### src/sv/rll_pkg.sv
// Shared types and codes for the refcounted LRU list unit
`timescale 1ns / 1ps
package rll_pkg;
	localparam int ENTRIES = 16;

	localparam logic [2:0] OP_ADD     = 3'd0;
	localparam logic [2:0] OP_TOUCH   = 3'd1;
	localparam logic [2:0] OP_PURGE   = 3'd2;
	localparam logic [2:0] OP_ACQUIRE = 3'd3;
	localparam logic [2:0] OP_RELEASE = 3'd4;
	localparam logic [2:0] OP_COLLECT = 3'd5;
	localparam logic [2:0] OP_HOLD    = 3'd6;
	localparam logic [2:0] OP_LINKLRU = 3'd7;

	localparam logic [2:0] ST_OK        = 3'd0;
	localparam logic [2:0] ST_UNDERFLOW = 3'd1;
	localparam logic [2:0] ST_NOFREE    = 3'd2;
	localparam logic [2:0] ST_UNLISTED  = 3'd3;
	localparam logic [2:0] ST_SATURATED = 3'd4;

	typedef struct packed {
		logic [2:0] op;
		logic [3:0] entry_index;
		logic [4:0] keep_free;
	} in_item_t;

	typedef struct packed {
		logic [3:0] result_entry;
		logic       evicted;
		logic       now_free;
		logic [4:0] free_count_out;
		logic [2:0] status;
		logic       last;
	} out_item_t;

	// datapath commands
	localparam logic [2:0] CMD_NONE   = 3'd0;
	localparam logic [2:0] CMD_LOAD   = 3'd1; // latch item, clear emitted flag
	localparam logic [2:0] CMD_EXEC   = 3'd2; // apply a non-collect op
	localparam logic [2:0] CMD_CSTART = 3'd3; // start collect walk at LRU end
	localparam logic [2:0] CMD_CSTEP  = 3'd4; // one collect step
	localparam logic [2:0] CMD_CFIN   = 3'd5; // build final collect result

	typedef struct packed {
		logic [2:0] cmd;
	} dp_cmd_t;

	typedef struct packed {
		logic is_collect;
		logic walk_done;  // free count at or below target
		logic walk_fail;  // reached head or step limit
		logic emit;       // current step evicts an entry
		logic emitted;    // collect already produced a result
		logic last_evict; // eviction at this step ends the walk
	} dp_stat_t;
endpackage

### src/sv/rll_datapath.sv
// Link, count and listed storage with the operation datapath
`timescale 1ns / 1ps
module rll_datapath #(
	parameter int REF_BITS = 8
) (
	input  logic               clk,
	input  logic               arst_n,
	input  rll_pkg::in_item_t  in_item,
	input  rll_pkg::dp_cmd_t   cmd,
	output rll_pkg::dp_stat_t  stat,
	output rll_pkg::out_item_t res
);
	localparam int ENTRIES = rll_pkg::ENTRIES;
	localparam int IW = $clog2(ENTRIES + 1);
	localparam int CW = $clog2(ENTRIES + 2);
	localparam logic [IW-1:0] HEAD = IW'(ENTRIES);
	localparam logic [REF_BITS-1:0] RMAX = '1;

	logic [IW-1:0]       next_q [ENTRIES+1];
	logic [IW-1:0]       prev_q [ENTRIES+1];
	logic [ENTRIES-1:0]  listed_q;
	logic [REF_BITS-1:0] cnt_q  [ENTRIES];
	logic [CW-1:0]       free_q;

	rll_pkg::in_item_t item_q;
	logic [IW-1:0] cur_q;
	logic [CW-1:0] steps_q;
	logic          emitted_q;
	logic          valid_e;
	logic [IW-1:0] e;

	assign e = IW'(item_q.entry_index);
	assign valid_e = (e < HEAD);

	logic [IW-1:0] ci;
	logic [REF_BITS-1:0] cur_cnt;
	assign ci = (cur_q < HEAD) ? cur_q : '0;
	assign cur_cnt = cnt_q[ci[$clog2(ENTRIES)-1:0]];

	logic [CW-1:0] tgt;
	assign tgt = CW'(item_q.keep_free);

	assign stat.is_collect = (item_q.op == rll_pkg::OP_COLLECT);
	assign stat.walk_done  = (free_q <= tgt);
	assign stat.walk_fail  = (cur_q >= HEAD) || (steps_q > CW'(ENTRIES));
	assign stat.emit       = (cur_cnt == '0);
	assign stat.emitted    = emitted_q;
	assign stat.last_evict = ((free_q - CW'(1)) <= tgt);

	logic [$clog2(ENTRIES)-1:0] ex;
	assign ex = e[$clog2(ENTRIES)-1:0];

	always_ff @(posedge clk or negedge arst_n) begin
		if (!arst_n) begin
			for (int i = 0; i <= ENTRIES; i++) begin
				next_q[i] <= HEAD;
				prev_q[i] <= HEAD;
			end
			for (int i = 0; i < ENTRIES; i++) cnt_q[i] <= '0;
			listed_q  <= '0;
			free_q    <= '0;
			cur_q     <= HEAD;
			steps_q   <= '0;
			emitted_q <= 1'b0;
			item_q    <= '0;
			res       <= '0;
		end else begin
			case (cmd.cmd)
			rll_pkg::CMD_LOAD: begin
				item_q    <= in_item;
				emitted_q <= 1'b0;
			end
			rll_pkg::CMD_CSTART: begin
				cur_q   <= prev_q[HEAD];
				steps_q <= '0;
			end
			rll_pkg::CMD_CSTEP: begin
				if (stat.emit) begin
					next_q[prev_q[cur_q]] <= next_q[cur_q];
					prev_q[next_q[cur_q]] <= prev_q[cur_q];
					listed_q[ci[$clog2(ENTRIES)-1:0]] <= 1'b0;
					free_q <= free_q - 1'b1;
					emitted_q <= 1'b1;
					res <= '{result_entry: 4'(ci), evicted: 1'b1, now_free: 1'b0,
						free_count_out: 5'(free_q - 1'b1),
						status: rll_pkg::ST_OK, last: stat.last_evict};
				end
				cur_q   <= prev_q[cur_q];
				steps_q <= steps_q + 1'b1;
			end
			rll_pkg::CMD_CFIN: begin
				res <= '{result_entry: 4'd0, evicted: 1'b0, now_free: 1'b0,
					free_count_out: 5'(free_q),
					status: (stat.walk_done ? rll_pkg::ST_OK : rll_pkg::ST_NOFREE),
					last: 1'b1};
			end
			rll_pkg::CMD_EXEC: begin
				logic [2:0] st;
				logic nf;
				logic [IW-1:0] n, p, first, lastn;
				logic lst;
				logic [REF_BITS-1:0] c;
				logic [CW-1:0] fc;
				st = rll_pkg::ST_OK;
				nf = 1'b0;
				n = next_q[e];
				p = prev_q[e];
				lst = listed_q[ex];
				c = cnt_q[ex];
				first = next_q[HEAD];
				lastn = prev_q[HEAD];
				fc = free_q;
				if (valid_e) begin
					case (item_q.op)
					rll_pkg::OP_ADD, rll_pkg::OP_TOUCH, rll_pkg::OP_ACQUIRE: begin
						logic mv;
						mv = 1'b0;
						if (item_q.op == rll_pkg::OP_ADD) begin
							mv = 1'b1;
							cnt_q[ex] <= REF_BITS'(1);
							listed_q[ex] <= 1'b1;
							if (lst && c == '0 && free_q != '0) fc = free_q - 1'b1;
						end else if (item_q.op == rll_pkg::OP_TOUCH) begin
							mv = lst;
						end else if (c == '0 && !lst) begin
							st = rll_pkg::ST_UNLISTED;
						end else if (c == RMAX) begin
							st = rll_pkg::ST_SATURATED;
						end else begin
							if (c == '0 && free_q != '0) fc = free_q - 1'b1;
							cnt_q[ex] <= c + 1'b1;
							mv = lst;
						end
						if (mv) begin
							if (lst) begin
								if (first == e) begin
									// already at MRU end: no change
								end else begin
									next_q[p] <= n;
									prev_q[n] <= p;
									next_q[e] <= first;
									prev_q[e] <= HEAD;
									prev_q[first] <= e;
									next_q[HEAD] <= e;
								end
							end else begin
								next_q[e] <= first;
								prev_q[e] <= HEAD;
								prev_q[first] <= e;
								next_q[HEAD] <= e;
							end
						end
					end
					rll_pkg::OP_PURGE, rll_pkg::OP_HOLD: begin
						if (lst) begin
							next_q[p] <= n;
							prev_q[n] <= p;
							listed_q[ex] <= 1'b0;
							if (c == '0 && free_q != '0) fc = free_q - 1'b1;
						end
						if (item_q.op == rll_pkg::OP_HOLD) cnt_q[ex] <= REF_BITS'(1);
					end
					rll_pkg::OP_RELEASE: begin
						if (c == '0) begin
							st = rll_pkg::ST_UNDERFLOW;
						end else begin
							cnt_q[ex] <= c - 1'b1;
							if (c == REF_BITS'(1)) begin
								nf = 1'b1;
								if (lst) fc = free_q + 1'b1;
							end
						end
					end
					default: begin
						if (lst) begin
							if (lastn != e) begin
								next_q[p] <= n;
								prev_q[n] <= p;
								next_q[e] <= HEAD;
								prev_q[e] <= lastn;
								next_q[lastn] <= e;
								prev_q[HEAD] <= e;
							end
						end else begin
							listed_q[ex] <= 1'b1;
							if (c == '0) fc = free_q + 1'b1;
							next_q[e] <= HEAD;
							prev_q[e] <= lastn;
							next_q[lastn] <= e;
							prev_q[HEAD] <= e;
						end
					end
					endcase
				end
				free_q <= fc;
				res <= '{result_entry: item_q.entry_index, evicted: 1'b0, now_free: nf,
					free_count_out: 5'(fc), status: st, last: 1'b1};
			end
			default: ;
			endcase
		end
	end
endmodule

### src/sv/rll_ctrl.sv
// Controller state machine for the refcounted LRU list unit
`timescale 1ns / 1ps
module rll_ctrl (
	input  logic              clk,
	input  logic              arst_n,
	input  logic              in_valid,
	output logic              in_ready,
	output logic              out_valid,
	input  logic              out_ready,
	input  rll_pkg::dp_stat_t stat,
	output rll_pkg::dp_cmd_t  cmd
);
	localparam logic [2:0] S_IDLE = 3'd0;
	localparam logic [2:0] S_DEC  = 3'd1;
	localparam logic [2:0] S_WALK = 3'd2;
	localparam logic [2:0] S_OUT  = 3'd3;
	localparam logic [2:0] S_WOUT = 3'd4;

	logic [2:0] state_q;

	assign in_ready  = (state_q == S_IDLE);
	assign out_valid = (state_q == S_OUT) || (state_q == S_WOUT);

	always_comb begin
		cmd.cmd = rll_pkg::CMD_NONE;
		case (state_q)
		S_IDLE: if (in_valid) cmd.cmd = rll_pkg::CMD_LOAD;
		S_DEC:  cmd.cmd = stat.is_collect ? rll_pkg::CMD_CSTART : rll_pkg::CMD_EXEC;
		S_WALK: begin
			if (stat.walk_done || stat.walk_fail) begin
				if (!stat.walk_done || !stat.emitted) cmd.cmd = rll_pkg::CMD_CFIN;
			end else begin
				cmd.cmd = rll_pkg::CMD_CSTEP;
			end
		end
		default: ;
		endcase
	end

	always_ff @(posedge clk or negedge arst_n) begin
		if (!arst_n) begin
			state_q <= S_IDLE;
		end else begin
			case (state_q)
			S_IDLE: if (in_valid) state_q <= S_DEC;
			S_DEC:  state_q <= stat.is_collect ? S_WALK : S_OUT;
			S_WALK: begin
				if (stat.walk_done || stat.walk_fail) begin
					state_q <= S_OUT;
				end else if (stat.emit) begin
					state_q <= stat.last_evict ? S_OUT : S_WOUT;
				end
			end
			S_OUT:  if (out_ready) state_q <= S_IDLE;
			S_WOUT: if (out_ready) state_q <= S_WALK;
			default: state_q <= S_IDLE;
			endcase
		end
	end
endmodule

### src/sv/refcounted_lru_list_unit.sv
// Top level of the refcounted LRU list unit
//  channel  | signals                   | direction
//  in       | in_valid in_ready in_item | into the block
//  out      | out_valid out_ready out_item | out of the block
// Non-collect items return one result. Collect walks the list from the LRU end and
// returns one result per eviction; when no eviction ends the walk, a final result
// gives the free count and status.
// Reset clears all links, counts and listed bits at once.
// A stalled output holds the walk; no item is accepted until the last result leaves.
`timescale 1ns / 1ps
module refcounted_lru_list_unit #(
	parameter int REF_BITS = 8
) (
	input  logic               clk,
	input  logic               arst_n,
	input  logic               in_valid,
	output logic               in_ready,
	input  rll_pkg::in_item_t  in_item,
	output logic               out_valid,
	input  logic               out_ready,
	output rll_pkg::out_item_t out_item
);
	rll_pkg::dp_cmd_t  cmd;
	rll_pkg::dp_stat_t stat;

	rll_ctrl u_ctrl (
		.clk, .arst_n, .in_valid, .in_ready, .out_valid, .out_ready,
		.stat, .cmd
	);

	rll_datapath #(.REF_BITS(REF_BITS)) u_dp (
		.clk, .arst_n, .in_item, .cmd, .stat, .res(out_item)
	);

`ifndef NO_ASSERTIONS
	a_excl: assert property (@(posedge clk) disable iff (!arst_n)
		!(in_ready && out_valid)) else $error("ready while result pending");
	a_acc: assert property (@(posedge clk) disable iff (!arst_n)
		(in_valid && in_ready) |=> !in_ready) else $error("double accept");
	a_last: assert property (@(posedge clk) disable iff (!arst_n)
		(out_valid && out_ready && out_item.last) |=> in_ready)
		else $error("no return to idle");
`endif
endmodule
### config.mk
export PLATFORM = sky130hd
export DESIGN_NAME = refcounted_lru_list_unit
export DESIGN_NICKNAME = d
export VERILOG_FILES = /design/src/sv/rll_pkg.sv /design/src/sv/rll_datapath.sv /design/src/sv/rll_ctrl.sv /design/src/sv/refcounted_lru_list_unit.sv
export SDC_FILE = /design/constraint.sdc
export NUM_CORES = 2
export LEC_CHECK = 0
export ABC_AREA = 1
export BUFFER_PORTS_ARGS = -buffer_cell sky130_fd_sc_hd__buf_2
export CAP_MARGIN = 20
export CORE_UTILIZATION = 37
export DETAILED_ROUTE_END_ITERATION = 8
export PLACE_DENSITY_LB_ADDON = 0.08
export SLEW_MARGIN = 20
export SYNTH_ARGS = -nofsm -noshare
export SYNTH_HDL_FRONTEND = slang
export SYNTH_SLANG_ARGS = --single-unit
### constraint.sdc
create_clock -name clk -period 3.2 [get_ports clk]
set_input_delay 0.48 -clock clk [delete_from_list [all_inputs] [get_ports clk]]
set_output_delay 0.48 -clock clk [all_outputs]
set_load 0.05 [all_outputs]
==> metrics.md <==
| Metric | Value |
|---|---|
| Status | complete, but fails checks |
| Failing checks | setup timing |
| Total Wirelength | ~230 mm |
| P&R area growth vs syn | 30.2% |
| Syn nets | a little under 7000 |
| Achievable frequency | 308 MHz |
| Vias | about 53000 |
| Sequential fraction of the synthesis area | a little under a quarter |
| Hpwl dp | between 150 and 200 mm |
| Routability cong. | roughly 1.1 |
| PortBufs | 32 |
| Fin. max-slew vios | 0 |
| FF+latch count, synth | 360 |
| Vias/cell | around 6 |
| Post-route insts no fill | approximately 8900 |
| Most common cell in the netlist | nand2_1 |
| Share of cells above drive strength 1 | 19.9% |
| Vias in the first global route | approximately 48000 |
| GRT Residual Overflow | 0 |
| Sequential power share | a little over a tenth |
| Die Area | about 110000 um^2 |
| FILL cells | 11100 |
| Leak | 24.7 nW |
| Worst Setup End Kind | flop |
| Initial DRT Pass Iterations | 7 |
| I/O pin total | 33 |
| RSZ-0062 raised after global routing | true |
| Type of the most critical hold path | in -> reg |
| Psw | 0.0372 W |
| Final setup viols | 21 |
| Met2 WL post-DR | 98.0 mm |
| Top routing layer used | met5 |
| Sw Ratio | between 60% and 70% |
| Initial antenna violation count | 8 |
| Initial Util | around 37% |
| Dpl cells | 8645 |
| Internal Dissipation | approximately 0.024 W |
| Hold Path Cell Cnt | 3 |
| First-pass GRT wire length | around 330 mm |
| DR WL/cell | between 20 and 30 um |
| Setup TNS | -477 ps |
| Final worst slack | -51.9 ps |
| Reg clk slew, reported paths | ~60 ps |
| Top area cells in the synthesized netlist | nand2_1 (26%), dfrtp_1 (21%), nand3_1 (11%) |
| Worst R2R Start | u_dp.ex[0] |
| Clock Power Share | under 10% |
| Crit path kind | reg -> reg |
| Worst path bufs/invs | 10 |
| Maxcap violations | 0 |
| Element type at the critical path start | flop |
| Slew HR | ~28% |
| Metal1 wirelength | about 89 mm |
| R2r setup slk | -50 ps |
| Worst-margin pin slew | 1080 ps |
| Synth top area share | around a quarter |
| Largest net degree at the start of global routing | just over 100 |
| Post-synth top area cell | nand2_1 |
| FP Rows | between 100 and 150 |
| Hold Crit Start | in_item[3] |
| Worst Skew | approximately 66 ps |
| R2r endpoint | u_dp.cnt_q[61] |
| EDFF count, synth | 0 |
| CTS max path bufs | 3 |
| DRC violations left | 0 |
| Mapped Cells | between 6000 and 7000 |
| Die width | about 320 um |
| Crit-path max cell delay | ~460 ps |
| Clock latency at the later pin of the worst-skew pair | between 700 and 800 ps |
| Total track usage | 41.8% |
| Pre-CTS WS | -385 ps |
| Clock tree sinks | 360 |
| Worst-path fanout max | 6 |
| Nets | about 7500 |
| Htree depth | 2 |
| Ys flop type | dfrtp_1 |
| Yosys warns | 0 |
| Unique masters post-synth | a little over 60 |
| Post-synth ARST share | 100% |
| Worst VDD drop | approximately 870 uV |
| Hold EP | u_dp.tgt[3] |
| Met3 Routed Length | 25.0 mm |
| Synth Cell Area | between 30000 and 40000 um^2 |
| Initial DRC count | approximately 7300 |
| Pwr/cell area | ~1200 nW/um^2 |
| Slowest cell on the critical path | dfrtp_2 |
| Crit path time final | 3250 ps |
| Worst EP required | between 3000 and 4000 ps |
| Antenna-violating nets left | 0 |
| CTS tree | built |
| Hold Fails Final Rpt | 0 |
| Cell family with the largest share of critical-path delay | buffers and inverters |
| Period utilization | 102% |
| Logic gate share of total power | around 80% |
| Final hold slack | 40.1 ps |
| Core ar. | around 100000 um^2 |
| CTS buffer count | 50 |
| Chip height | roughly 320 um |
| R2R depth | 25 |
| Mean Syn Cell Area | around 5.6 um^2 |
| Root Driver | clkbuf_16 |
| Synth cell count leaders | nand2_1 (2644), nand3_1 (834), inv_1 (614), o21ai_0 (544), nor2_1 (410) |
| CP arrival | 3840 ps |
[per-stage QoR]
stage	power, W	util [%]	instance area, um^2
floorplan	0.0270	-	38600
global placement	0.0486	43.8	45300
detailed placement	0.0486	43.8	45300
CTS	0.0559	46.1	47700
global route	0.0634	48.5	50200
finish	0.0617	48.5	50200
[final cells by class]
type	instances	area, um^2	area share, %
Clock inverter	22	236	0.471
Multi-Input combinational cell	5462	26700	53.2
Antenna cell	6	15.0	0.0299
Sequential cell	360	9060	18.0
Timing Repair inverter	3	22.5	0.0449
Inverter	699	2740	5.46
Timing Repair Buffer	858	8270	16.5
Clock buffer	71	1420	2.83
Tap cell	1380	1730	3.44
[kinds of logic after synthesis]
| logic type | Yosys count | share of synthesized area (%) |
|---|---|---|
| simple gates | 4073 | 44.0 |
| compound gates | 1353 | 20.4 |
| buf+inv | 1063 | 11.1 |
| flops | 360 | 23.5 |
| fa+ha+maj | 18 | 0.584 |
| xor+xnor | 17 | 0.406 |
| mux | 1 | 0.0292 |
[tightest hold or removal path: cells and delay by family]
| family | cells | cell delay (ps) |
|---|---|---|
| AO/OA/AOI/OAI | 1 | 100 |
| AND/OR/NAND/NOR | 1 | 40 |
| buffers and inverters | 1 | 80 |
[sequential cells by signal (all words and copies together), names as in the netlist, named ones only]
name and flops:
u_dp.free_q 5, u_dp.tgt 5, u_dp.res 15, u_ctrl.state_q 3
u_dp.next_q 85, u_dp.emitted_q 1, u_dp.ex 4, u_dp.prev_q 85
u_dp.item_q 3, u_dp.cur_q 5, u_dp.cnt_q 128, u_dp.steps_q 5
[metal layers]
metal	vias up	GRT usage, %
met5	-	0
met4	6	30.7
met3	1048	7.87
met2	3495	62.9
met1	24600	53.4
li1	23700	-
[what timing repair did]
item,CTS,global route
endpoints found under the setup margin,312,318
pin swaps,10,137
gates resized for setup,115,456
endpoints found under the hold margin,66,0
hold buffers,1,0
buffers inserted,30,69
gates cloned,4,21
[layout by cell type (no fill, tap or decap), types with 12 or more instances in the layout]
cell type / instances
nand2_1: 2519
nand3_1: 812
buf_4: 637
inv_1: 604
o21ai_0: 488
nor2_1: 355
dfrtp_1: 319
a21oi_1: 276
o21ai_1: 159
nand2_2: 127
o22ai_1: 124
buf_12: 100
nor2_4: 70
nor2_2: 67
clkbuf_16: 64
buf_6: 58
a22oi_1: 56
inv_2: 40
o211ai_1: 37
dfstp_2: 35
buf_2: 32
o2111ai_1: 29
o21ai_2: 27
nand4_1: 27
a32oi_1: 27
nand2_4: 25
nand3_2: 24
inv_4: 20
clkinv_1: 20
o21ai_4: 18
o221ai_1: 17
nor3_1: 16
a22oi_2: 15
clkinv_2: 14
ha_1: 14
o311ai_0: 13
o22ai_2: 12
clkbuf_1: 12
[worst max-delay path by stage]
stage / to / depth (start not counted) / startpoint
after global routing: u_dp.cnt_q[61] / 26 / u_dp.ex[0]
after detailed placement: u_dp.next_q[81] / 16 / u_dp.ex[3]
final: u_dp.cnt_q[61] / 25 / u_dp.ex[0]
after floorplan: u_dp.cnt_q[117] / 24 / u_dp.ex[0]
after CTS: u_dp.prev_q[55] / 22 / u_dp.ex[1]
after global placement: u_dp.next_q[80] / 16 / u_dp.ex[3]
[power groups by stage]
| stage | logic, W | registers, W | clock network (W) |
|---|---|---|---|
| finish | 0.0492 | 0.00666 | 0.00586 |
| global route | 0.0506 | 0.00673 | 0.00611 |
| CTS | 0.0434 | 0.00658 | 0.00596 |
| detailed placement | 0.0419 | 0.00663 | 0 |
| global placement | 0.0419 | 0.00664 | 0 |
| floorplan | 0.0205 | 0.00643 | 0 |
Power figures use the tool's default switching activity.
